<file path="config.mk">
export PLATFORM = sky130hd
export DESIGN_NAME = list_search_dedup_engine
export DESIGN_NICKNAME = d
export VERILOG_FILES = /design/src/hdl/lsd_pkg.sv /design/src/hdl/list_search_dedup_engine.sv /design/src/hdl/lsd_ram.sv /design/src/hdl/lsd_ctrl.sv /design/src/hdl/lsd_dpath.sv
export SDC_FILE = /design/constraint.sdc
export NUM_CORES = 1
export LEC_CHECK = 0
export BUFFER_PORTS_ARGS = -buffer_cell sky130_fd_sc_hd__buf_2
export CAP_MARGIN = 20
export CORE_MARGIN = 2
export CORE_UTILIZATION = 35
export CTS_CLUSTER_SIZE = 24
export DETAILED_ROUTE_END_ITERATION = 6
export PLACE_DENSITY = 0.46
export SLEW_MARGIN = 10
export SYNTH_ARGS = -nofsm -noshare
export SYNTH_HDL_FRONTEND = slang
export SYNTH_HIERARCHICAL = 1
export SYNTH_SLANG_ARGS = --single-unit
</file>
<file path="constraint.sdc">
create_clock -name aclk -period 7.3 [get_ports aclk]
set_clock_uncertainty 0.15 [all_clocks]
set_input_delay 1.095 -clock aclk [delete_from_list [all_inputs] [get_ports aclk]]
set_output_delay 1.095 -clock aclk [all_outputs]
set_load 0.05 [all_outputs]
</file>
<file path="src/hdl/lsd_pkg.sv">
// shared constants, codes and controller/datapath handshake structs
// for the list search and duplicate removal engine
// no dependencies
package lsd_pkg;

    localparam int DEPTH       = 32;
    localparam int ADDR_W      = $clog2(DEPTH);
    localparam int LEN_W       = $clog2(DEPTH + 1);
    localparam int MAX_RESULTS = 32;
    localparam int RES_W       = $clog2(MAX_RESULTS + 1);

    localparam int VALUE_W  = 32;
    localparam int POS_W    = 5;
    localparam int FUNC_W   = 3;
    localparam int STATUS_W = 3;
    localparam int TALLY_W  = 6;
    localparam int CMP_W    = (LEN_W > POS_W) ? LEN_W : POS_W;

    typedef enum logic [FUNC_W-1:0] {
        FUNC_CLEAR     = 3'd0,
        FUNC_APPEND    = 3'd1,
        FUNC_SEARCH    = 3'd2,
        FUNC_COUNT     = 3'd3,
        FUNC_REMOVE    = 3'd4,
        FUNC_OVERWRITE = 3'd5
    } func_t;

    typedef enum logic [STATUS_W-1:0] {
        STAT_OK        = 3'd0,
        STAT_NOT_FOUND = 3'd1,
        STAT_NO_DUP    = 3'd2,
        STAT_PAST_END  = 3'd3,
        STAT_FULL      = 3'd4
    } status_t;

    typedef struct packed {
        logic load;
        logic step;
        logic finish;
    } lsd_cmd_t;

    typedef struct packed {
        logic scan_done;
        logic stall;
        logic out_free;
    } lsd_stat_t;

endpackage

</file>
<file path="src/hdl/list_search_dedup_engine.sv">
// list search, duplicate count and duplicate removal engine, top level
// clear, append and overwrite register their result once the output is free;
// search, count and remove walk the list one element per cycle, except while a search
// match waits on a held result; one request in flight, the next taken the cycle after
// its result is registered, so requests also wait while a result is held off
// reset: synchronous active low, empties the list; element ram is not cleared
// depends on lsd_pkg, lsd_ctrl, lsd_dpath, lsd_ram
module list_search_dedup_engine
    import lsd_pkg::*;
(
    input  logic        aclk,
    input  logic        aresetn,
    input  logic        s_tvalid,
    output logic        s_tready,
    input  logic [39:0] s_tdata,  // value[31:0], position[36:32], zero pad
    input  logic [2:0]  s_tuser,  // func[2:0]
    output logic        m_tvalid,
    input  logic        m_tready,
    output logic [15:0] m_tdata,  // status[2:0], match_position[7:3], tally[13:8], zero pad
    output logic        m_tlast
);

    lsd_cmd_t            cmd;
    lsd_stat_t           stat;
    logic [STATUS_W-1:0] res_status;
    logic [POS_W-1:0]    res_mpos;
    logic [TALLY_W-1:0]  res_tally;

    lsd_ctrl u_ctrl (
        .aclk     (aclk),
        .aresetn  (aresetn),
        .s_tvalid (s_tvalid),
        .s_tready (s_tready),
        .func     (s_tuser[FUNC_W-1:0]),
        .cmd      (cmd),
        .stat     (stat)
    );

    lsd_dpath u_dpath (
        .aclk        (aclk),
        .aresetn     (aresetn),
        .in_func     (s_tuser[FUNC_W-1:0]),
        .in_value    (s_tdata[VALUE_W-1:0]),
        .in_position (s_tdata[VALUE_W+POS_W-1:VALUE_W]),
        .cmd         (cmd),
        .stat        (stat),
        .out_valid   (m_tvalid),
        .out_ready   (m_tready),
        .out_status  (res_status),
        .out_mpos    (res_mpos),
        .out_tally   (res_tally),
        .out_last    (m_tlast)
    );

    assign m_tdata = {2'b00, res_tally, res_mpos, res_status};

endmodule

</file>
<file path="src/hdl/lsd_ram.sv">
// generic simple dual-port ram, one write port and one registered read port
// no dependencies
module lsd_ram #(
    parameter int WIDTH = 32,
    parameter int DEPTH = 32
) (
    input  logic                     clk,
    input  logic                     wr_en,
    input  logic [$clog2(DEPTH)-1:0] wr_addr,
    input  logic [WIDTH-1:0]         wr_data,
    input  logic                     rd_en,
    input  logic [$clog2(DEPTH)-1:0] rd_addr,
    output logic [WIDTH-1:0]         rd_data
);

    logic [WIDTH-1:0] mem [DEPTH];

    always_ff @(posedge clk) begin
        if (wr_en) begin
            mem[wr_addr] <= wr_data;
        end
        if (rd_en) begin
            rd_data <= mem[rd_addr];
        end
    end

endmodule

</file>
<file path="src/hdl/lsd_ctrl.sv">
// controller state machine: request intake, element walk sequencing, final result
// depends on lsd_pkg
module lsd_ctrl
    import lsd_pkg::*;
(
    input  logic              aclk,
    input  logic              aresetn,
    input  logic              s_tvalid,
    output logic              s_tready,
    input  logic [FUNC_W-1:0] func,
    output lsd_cmd_t          cmd,
    input  lsd_stat_t         stat
);

    typedef enum logic [1:0] {
        ST_IDLE,
        ST_SCAN,
        ST_DONE
    } state_t;

    state_t state_reg, state_next;
    func_t  func_in;

    assign func_in = func_t'(func);

    always_comb begin
        state_next = state_reg;
        cmd        = '0;
        s_tready   = 1'b0;
        case (state_reg)
            ST_IDLE: begin
                s_tready = 1'b1;
                if (s_tvalid) begin
                    cmd.load = 1'b1;
                    if (func_in inside {FUNC_SEARCH, FUNC_COUNT, FUNC_REMOVE}) begin
                        state_next = ST_SCAN;
                    end else if (func_in inside {FUNC_CLEAR, FUNC_APPEND, FUNC_OVERWRITE}) begin
                        state_next = ST_DONE;
                    end
                end
            end
            ST_SCAN: begin
                if (stat.scan_done) begin
                    state_next = ST_DONE;
                end else begin
                    cmd.step = !stat.stall;
                end
            end
            ST_DONE: begin
                if (stat.out_free) begin
                    cmd.finish = 1'b1;
                    state_next = ST_IDLE;
                end
            end
            default: begin
                state_next = ST_IDLE;
            end
        endcase
    end

    always_ff @(posedge aclk) begin
        if (!aresetn) begin
            state_reg <= ST_IDLE;
        end else begin
            state_reg <= state_next;
        end
    end

endmodule

</file>
<file path="src/hdl/lsd_dpath.sv">
// datapath: list length, element ram, walk counters, match logic, result register
// depends on lsd_pkg and lsd_ram
module lsd_dpath
    import lsd_pkg::*;
(
    input  logic                aclk,
    input  logic                aresetn,
    input  logic [FUNC_W-1:0]   in_func,
    input  logic [VALUE_W-1:0]  in_value,
    input  logic [POS_W-1:0]    in_position,
    input  lsd_cmd_t            cmd,
    output lsd_stat_t           stat,
    output logic                out_valid,
    input  logic                out_ready,
    output logic [STATUS_W-1:0] out_status,
    output logic [POS_W-1:0]    out_mpos,
    output logic [TALLY_W-1:0]  out_tally,
    output logic                out_last
);

    func_t                op_reg, op_next;
    logic [VALUE_W-1:0]   key_reg, key_next;
    logic [POS_W-1:0]     pos_reg, pos_next;
    logic [LEN_W-1:0]     len_reg, len_next;
    logic [LEN_W-1:0]     rd_idx_reg, rd_idx_next;
    logic [ADDR_W-1:0]    cmp_idx_reg, cmp_idx_next;
    logic                 data_vld_reg, data_vld_next;
    logic [LEN_W-1:0]     hits_reg, hits_next;
    logic [LEN_W-1:0]     wr_idx_reg, wr_idx_next;
    logic                 pend_vld_reg, pend_vld_next;
    logic [ADDR_W-1:0]    pend_pos_reg, pend_pos_next;
    logic [RES_W-1:0]     res_cnt_reg, res_cnt_next;
    logic                 out_vld_reg, out_vld_next;
    status_t              out_status_reg, out_status_next;
    logic [POS_W-1:0]     out_mpos_reg, out_mpos_next;
    logic [TALLY_W-1:0]   out_tally_reg, out_tally_next;
    logic                 out_last_reg, out_last_next;

    logic                 ram_wr_en;
    logic [ADDR_W-1:0]    ram_wr_addr;
    logic [VALUE_W-1:0]   ram_wr_data;
    logic                 ram_rd_en;
    logic [VALUE_W-1:0]   ram_rd_data;

    logic                 out_free;
    logic                 cap;
    logic                 proc;
    logic                 more;
    logic                 is_match;
    logic                 list_full;
    logic                 past_end;
    logic                 compact_wr;

    lsd_ram #(
        .WIDTH (VALUE_W),
        .DEPTH (DEPTH)
    ) u_ram (
        .clk     (aclk),
        .wr_en   (ram_wr_en),
        .wr_addr (ram_wr_addr),
        .wr_data (ram_wr_data),
        .rd_en   (ram_rd_en),
        .rd_addr (rd_idx_reg[ADDR_W-1:0]),
        .rd_data (ram_rd_data)
    );

    assign out_free  = !out_vld_reg || out_ready;
    assign cap       = (op_reg == FUNC_SEARCH) && (res_cnt_reg == RES_W'(MAX_RESULTS));
    assign proc      = data_vld_reg && !cap;
    assign more      = !cap && (rd_idx_reg < len_reg);
    assign is_match  = (ram_rd_data == key_reg);
    assign list_full = (len_reg >= LEN_W'(DEPTH));
    assign past_end  = (CMP_W'(pos_reg) >= CMP_W'(len_reg));

    assign stat.scan_done = !proc && !more;
    assign stat.stall     = proc && (op_reg == FUNC_SEARCH) && is_match && pend_vld_reg
                            && !out_free;
    assign stat.out_free  = out_free;

    assign compact_wr = cmd.step && proc && (op_reg == FUNC_REMOVE)
                        && (!is_match || (hits_reg == '0));

    always_comb begin
        op_next         = op_reg;
        key_next        = key_reg;
        pos_next        = pos_reg;
        len_next        = len_reg;
        rd_idx_next     = rd_idx_reg;
        cmp_idx_next    = cmp_idx_reg;
        data_vld_next   = data_vld_reg;
        hits_next       = hits_reg;
        wr_idx_next     = wr_idx_reg;
        pend_vld_next   = pend_vld_reg;
        pend_pos_next   = pend_pos_reg;
        res_cnt_next    = res_cnt_reg;
        out_vld_next    = out_vld_reg && !out_ready;
        out_status_next = out_status_reg;
        out_mpos_next   = out_mpos_reg;
        out_tally_next  = out_tally_reg;
        out_last_next   = out_last_reg;
        ram_wr_en       = 1'b0;
        ram_wr_addr     = wr_idx_reg[ADDR_W-1:0];
        ram_wr_data     = ram_rd_data;
        ram_rd_en       = 1'b0;

        if (cmd.load) begin
            op_next       = func_t'(in_func);
            key_next      = in_value;
            pos_next      = in_position;
            rd_idx_next   = '0;
            data_vld_next = 1'b0;
            hits_next     = '0;
            wr_idx_next   = '0;
            pend_vld_next = 1'b0;
            res_cnt_next  = '0;
        end

        if (cmd.step) begin
            if (proc) begin
                case (op_reg)
                    FUNC_SEARCH: begin
                        if (is_match) begin
                            if (pend_vld_reg) begin
                                out_vld_next    = 1'b1;
                                out_status_next = STAT_OK;
                                out_mpos_next   = POS_W'(pend_pos_reg);
                                out_tally_next  = '0;
                                out_last_next   = 1'b0;
                            end
                            pend_vld_next = 1'b1;
                            pend_pos_next = cmp_idx_reg;
                            res_cnt_next  = res_cnt_reg + RES_W'(1);
                        end
                    end
                    FUNC_COUNT: begin
                        if (is_match) begin
                            hits_next = hits_reg + LEN_W'(1);
                        end
                    end
                    FUNC_REMOVE: begin
                        if (is_match) begin
                            hits_next = hits_reg + LEN_W'(1);
                        end
                        if (compact_wr) begin
                            ram_wr_en   = 1'b1;
                            wr_idx_next = wr_idx_reg + LEN_W'(1);
                        end
                    end
                    default: begin
                    end
                endcase
            end
            if (more) begin
                ram_rd_en     = 1'b1;
                cmp_idx_next  = rd_idx_reg[ADDR_W-1:0];
                rd_idx_next   = rd_idx_reg + LEN_W'(1);
                data_vld_next = 1'b1;
            end else begin
                data_vld_next = 1'b0;
            end
        end

        if (cmd.finish) begin
            out_vld_next    = 1'b1;
            out_status_next = STAT_OK;
            out_mpos_next   = '0;
            out_tally_next  = '0;
            out_last_next   = 1'b1;
            case (op_reg)
                FUNC_CLEAR: begin
                    len_next = '0;
                end
                FUNC_APPEND: begin
                    if (list_full) begin
                        out_status_next = STAT_FULL;
                        out_tally_next  = TALLY_W'(len_reg);
                    end else begin
                        ram_wr_en      = 1'b1;
                        ram_wr_addr    = len_reg[ADDR_W-1:0];
                        ram_wr_data    = key_reg;
                        len_next       = len_reg + LEN_W'(1);
                        out_tally_next = TALLY_W'(len_reg + LEN_W'(1));
                    end
                end
                FUNC_SEARCH: begin
                    if (pend_vld_reg) begin
                        out_mpos_next = POS_W'(pend_pos_reg);
                    end else begin
                        out_status_next = STAT_NOT_FOUND;
                    end
                end
                FUNC_COUNT: begin
                    if (hits_reg <= LEN_W'(1)) begin
                        out_status_next = STAT_NO_DUP;
                    end else begin
                        out_tally_next = TALLY_W'(hits_reg - LEN_W'(1));
                    end
                end
                FUNC_REMOVE: begin
                    len_next       = wr_idx_reg;
                    out_tally_next = TALLY_W'(wr_idx_reg);
                end
                FUNC_OVERWRITE: begin
                    if (past_end) begin
                        out_status_next = STAT_PAST_END;
                    end else begin
                        ram_wr_en   = 1'b1;
                        ram_wr_addr = ADDR_W'(pos_reg);
                        ram_wr_data = key_reg;
                    end
                end
                default: begin
                    out_vld_next = out_vld_reg && !out_ready;
                end
            endcase
        end
    end

    always_ff @(posedge aclk) begin
        if (!aresetn) begin
            len_reg      <= '0;
            data_vld_reg <= 1'b0;
            pend_vld_reg <= 1'b0;
            out_vld_reg  <= 1'b0;
            op_reg       <= FUNC_CLEAR;
            rd_idx_reg   <= '0;
            hits_reg     <= '0;
            wr_idx_reg   <= '0;
            res_cnt_reg  <= '0;
        end else begin
            len_reg      <= len_next;
            data_vld_reg <= data_vld_next;
            pend_vld_reg <= pend_vld_next;
            out_vld_reg  <= out_vld_next;
            op_reg       <= op_next;
            rd_idx_reg   <= rd_idx_next;
            hits_reg     <= hits_next;
            wr_idx_reg   <= wr_idx_next;
            res_cnt_reg  <= res_cnt_next;
        end
    end

    always_ff @(posedge aclk) begin
        key_reg        <= key_next;
        pos_reg        <= pos_next;
        cmp_idx_reg    <= cmp_idx_next;
        pend_pos_reg   <= pend_pos_next;
        out_status_reg <= out_status_next;
        out_mpos_reg   <= out_mpos_next;
        out_tally_reg  <= out_tally_next;
        out_last_reg   <= out_last_next;
    end

    assign out_valid  = out_vld_reg;
    assign out_status = out_status_reg;
    assign out_mpos   = out_mpos_reg;
    assign out_tally  = out_tally_reg;
    assign out_last   = out_last_reg;

    // list never grows past the ram
    a_len_bound: assert property (@(posedge aclk) disable iff (!aresetn)
        len_reg <= LEN_W'(DEPTH))
        else $error("list length exceeds depth");

    // a held result is never overwritten by a new one
    a_out_hold: assert property (@(posedge aclk) disable iff (!aresetn)
        (out_vld_reg && !out_ready) |=>
            (out_vld_reg && $stable(out_status_reg) && $stable(out_mpos_reg)
             && $stable(out_tally_reg) && $stable(out_last_reg)))
        else $error("pending result overwritten");

    // compaction writes never overtake the element being examined
    a_compact_order: assert property (@(posedge aclk) disable iff (!aresetn)
        compact_wr |-> (wr_idx_reg <= LEN_W'(cmp_idx_reg)))
        else $error("compaction write ahead of read");

endmodule
</file>
==> metrics.md <==
| Metric | Value |
|---|---|
| Outcome | complete, no violations |
| Die span in y | ~370 um |
| Comb power frac | between 1.5 and 2% |
| Slowest Stage Delay on Critical Path | between 0.7 and 0.8 ns |
| Routed WL | roughly 120 mm |
| GRT Overall Usage | between 10% and 20% |
| Hold_sp | u_dpath/cmp_idx_reg[4] |
| Largest register FFs | just over 1000 |
| DRT Pass-1 Iters | 6 |
| Reg-to-reg slack, setup | between 1 and 1.5 ns |
| I/O pins | 66 |
| Routed WL per cell | about 25 um |
| Setup violators final | 0 |
| WP data required | about 7.6 ns |
| CP max FO | 17 |
| Largest family of logic cells by synthesized area | multiplexers |
| Synth top area cells | edfxtp_1 (72%), mux2i_1 (11%), dfxtp_1 (1.7%) |
| XOR/XNOR share of the synthesized area | less than 1% |
| Max Cap Viol | 0 |
| Hold Buf Count CTS | 0 |
| Share of layout cells above drive strength 1 | about an eighth |
| Worst path bufs/invs | 1 |
| Worst slew pin tran | ~1.1 ns |
| First-pass GRT wire length | around 170 mm |
| Critical path class | flop to flop |
| Min-Delay Path Class | flop to flop |
| Largest area contributor in the netlist | edfxtp_1 |
| Footprint of the multi-input gates | ~0.011 mm2 |
| CP max stage cell | or3b_2 |
| Sw frac | 20.1% |
| Avg Cell Area, Syn | approximately 17 um2 |
| Pint | approximately 11 mW |
| Post-synthesis sequential area ratio | between 70% and 80% |
| PD cells | 251 mW/mm2 |
| Gr ovfl total | 0 |
| Startpoint Class | flop |
| Crit path max-delay family | simple AND/OR/NAND/NOR gates |
| Post_cts resized | 0 |
| Crit-path most repeated cell | o21ai_0 |
| CTS buffer count | 119 |
| Dpl hpwl | ~70 mm |
| DR iter-0 viols | about 1800 |
| Worst EP arrival | about 6.3 ns |
| Fin. max-slew vios | 0 |
| Yosys top cell area share | approximately 72% |
| Via count | roughly 25000 |
| Synth Area in Compound Gates | under 10% |
| Initial core utilization | 35.3% |
| Reg2Reg Capture Point | u_dpath/u_ram/mem[8][4] |
| FF+latch area | roughly 0.034 mm2 |
| Port buffer count | 60 |
| CP cell instances | ha_1 -> a21o_1 -> a21oi_1 -> o2111a_1 -> o21ai_0 -> nor4b_1 -> nand3_1 -> o21ai_0 -> or3b_2 -> nor2_4 -> buf_12 |
| Row cnt | between 100 and 150 |
| Core footprint | approximately 0.13 mm2 |
| Fmax | 0.166 GHz |
| # clock sinks | approximately 1200 |
| Number of global-route vias before repair | ~25000 |
| YS warnings | 6 |
| Period minus WS final | approximately 6 ns |
| Area growth syn-to-layout | 13.5% |
| CTS tree | yes |
| DIE WIDTH | roughly 370 um |
| Final hold vios | 0 |
| Pin count of the biggest net entering global routing | roughly 120 |
| Worst hold endpoint | u_dpath/pend_pos_reg[4] |
| Worst Setup End Kind | flop |
| Fin crit share | a little over 80% |
| Htree depth | 3 |
| Clock share of power | 43.5% |
| Post-synth EDFFs | 1117 |
| Total die area | approximately 0.14 mm2 |
| Post-synthesis register bit count | around 1200 |
| Root Buffer | clkbuf_16 |
| Final non-filler cell area | 0.0527 mm2 |
| Synth Area in Simple Gates | under 10% |
| Multiplexer share of the synthesized area | 12.1% |
| Setup bufs post-CTS | 0 |
| Switching Power | 2.66 mW |
| Fin nets | a little under 3000 |
| Reg power frac | 54.8% |
| Top_reg_cell synth | edfxtp_1 |
| RePlAce Congestion | approximately 0.8 |
| Adder-Cell Fraction of Synth Area | less than 1% |
| Clock slew at reported path FFs | approximately 0.06 ns |
| Longest Clk Path Bufs | 3 |
| Normalized max-slew margin | between 20 and 30% |
| DR DRC count | 0 |
| Number of fill cells | roughly 12000 |
| Clk_lat worst skew | 0.73 ns |
| Netlist Area Pre-Place | approximately 0.046 mm2 |
| VDD IR max | around 200 uV |
| Leakage | ~16 nW |
| RSZ-0062 raised after global routing | false |
| Netlist cell types | between 60 and 70 |
| Initial antenna violation count | 2 |
| Vias/cell | roughly 5.2 |
| Antenna Violating Nets Remaining | 0 |
| Share of synthesized registers carrying an async set or reset | 0% |
| Area post-placement | between 0.04 and 0.05 mm2 |
| Path depth of the worst reg2reg path | 11 |
| Post-Synthesis Cells | 2795 |
| Setup_tns | 0 ns |
| R2r startpoint | u_dpath/rd_idx_reg[1] |
| Hold Path Stages | 0 |
[worst reg2reg max path, delay by kind of cell, from the launching register on]
kind / cells / cell delay [ns]
AND/OR/NAND/NOR: 4 / 2.72
AO/OA/AOI/OAI: 5 / 1.61
flip-flops: 1 / 0.59
adder cells (fa/ha/maj): 1 / 0.32
buffers and inverters: 1 / 0.27
[cell type report]
cell class	instances	share of cell area, %
Sequential cell	1156	65.2
Multi-Input combinational cell	1466	21.6
Clock buffer	149	5.99
Tap cell	1755	4.17
Timing Repair Buffer	134	1.96
Clock inverter	64	0.924
Inverter	21	0.150
Antenna cell	5	0.0238
[logic make-up (layout without fill, tap and decap cells)]
kind of cell / count (synthesis) / in the layout
AND/OR/NAND/NOR: 475 / 475
XOR/XNOR: 39 / 39
other: 1 / 7
adder cells (fa/ha/maj): 20 / 20
AO/OA/AOI/OAI: 374 / 374
multiplexers: 556 / 556
flip-flops: 1156 / 1156
buffers and inverters: 174 / 368
[layout by cell type, fill, tap and decap left out, types with 6 or more instances in the layout]
cell type	instances
bufinv_16	7
xor2_1	35
buf_4	60
a22oi_1	96
a22o_1	65
nand2_1	130
ha_1	20
inv_1	18
clkbuf_1	27
mux2i_1	523
and3_1	9
buf_12	14
nor4_1	12
nand2b_1	11
o211ai_1	6
nand3_1	134
clkinv_2	11
a21oi_1	116
nor2_1	37
a221o_1	8
nor2_4	33
dfxtp_1	38
o21ai_0	22
clkbuf_16	122
and2_1	11
a31oi_1	35
mux2_2	33
clkinv_1	41
nand3b_1	10
edfxtp_1	1117
nor2b_1	8
nor3_1	41
buf_2	60
[power by group through the flow]
stage	clock network, mW	registers [mW]	logic [mW]
floorplan	0	7.39	0.128
global placement	0	7.39	0.224
detailed placement	0	7.39	0.225
CTS	5.91	7.25	0.226
global route	6.15	7.25	0.240
finish	5.75	7.25	0.222
[Yosys cell counts (5+ instances only)]
library cell and count:
inv_1 19, nor4_1 12, dfxtp_1 39, xor2_1 35, edfxtp_1 1117, nor2_1 70
a31oi_1 35, o211ai_1 6, and2_1 13, ha_1 20, mux2i_1 523, buf_6 18
mux2_2 33, nand2_1 131, or3_1 5, a22oi_1 96, nor3_1 41, buf_1 8
nand2b_1 13, nand3b_1 10, o21ai_0 22, buf_2 33, a21oi_1 116, and3_1 9
a22o_1 65, clkbuf_1 54, a221o_1 8, a211oi_1 5, nand3_1 134, nor2b_1 10
buf_4 38
[worst max path at each step]
stage,from,to,slack [ns],cells past startpoint
global route,u_dpath/rd_idx_reg[1],u_dpath/u_ram/mem[8][7],0.90,11
finish,u_dpath/rd_idx_reg[1],u_dpath/u_ram/mem[8][4],1.29,11
global placement,u_dpath/rd_idx_reg[1],u_dpath/u_ram/mem[8][7],1.42,11
detailed placement,u_dpath/rd_idx_reg[1],u_dpath/u_ram/mem[8][7],1.34,11
floorplan,m_tready,u_dpath/u_ram/mem[28][0],1.88,13
CTS,u_dpath/rd_idx_reg[1],u_dpath/u_ram/mem[8][7],1.33,11
[metal layers]
| layer | GRT usage [%] | wire (um) |
|---|---|---|
| met5 | 0 | 0 |
| met4 | 5.09 | 2590 |
| met3 | 2.78 | 5650 |
| met2 | 28.7 | 57300 |
| met1 | 23.6 | 53400 |
[per-stage QoR]
step | setup slack, ns | utilization [%] | power, mW | instances | hold WS, ns
final | 1.29 | 40.1 | 13.2 | 4750 | 0.272
after global routing | 0.902 | 40.1 | 13.6 | 4745 | 0.293
after CTS | 1.33 | 40.1 | 13.4 | 4745 | 0.270
after detailed placement | 1.34 | 37.3 | 7.61 | 4532 | 0.255
after global placement | 1.42 | 37.3 | 7.61 | 4532 | 0.258
after floorplan | 1.88 | - | 7.52 | 2796 | 0.250
(Power assumes the default switching activity.)
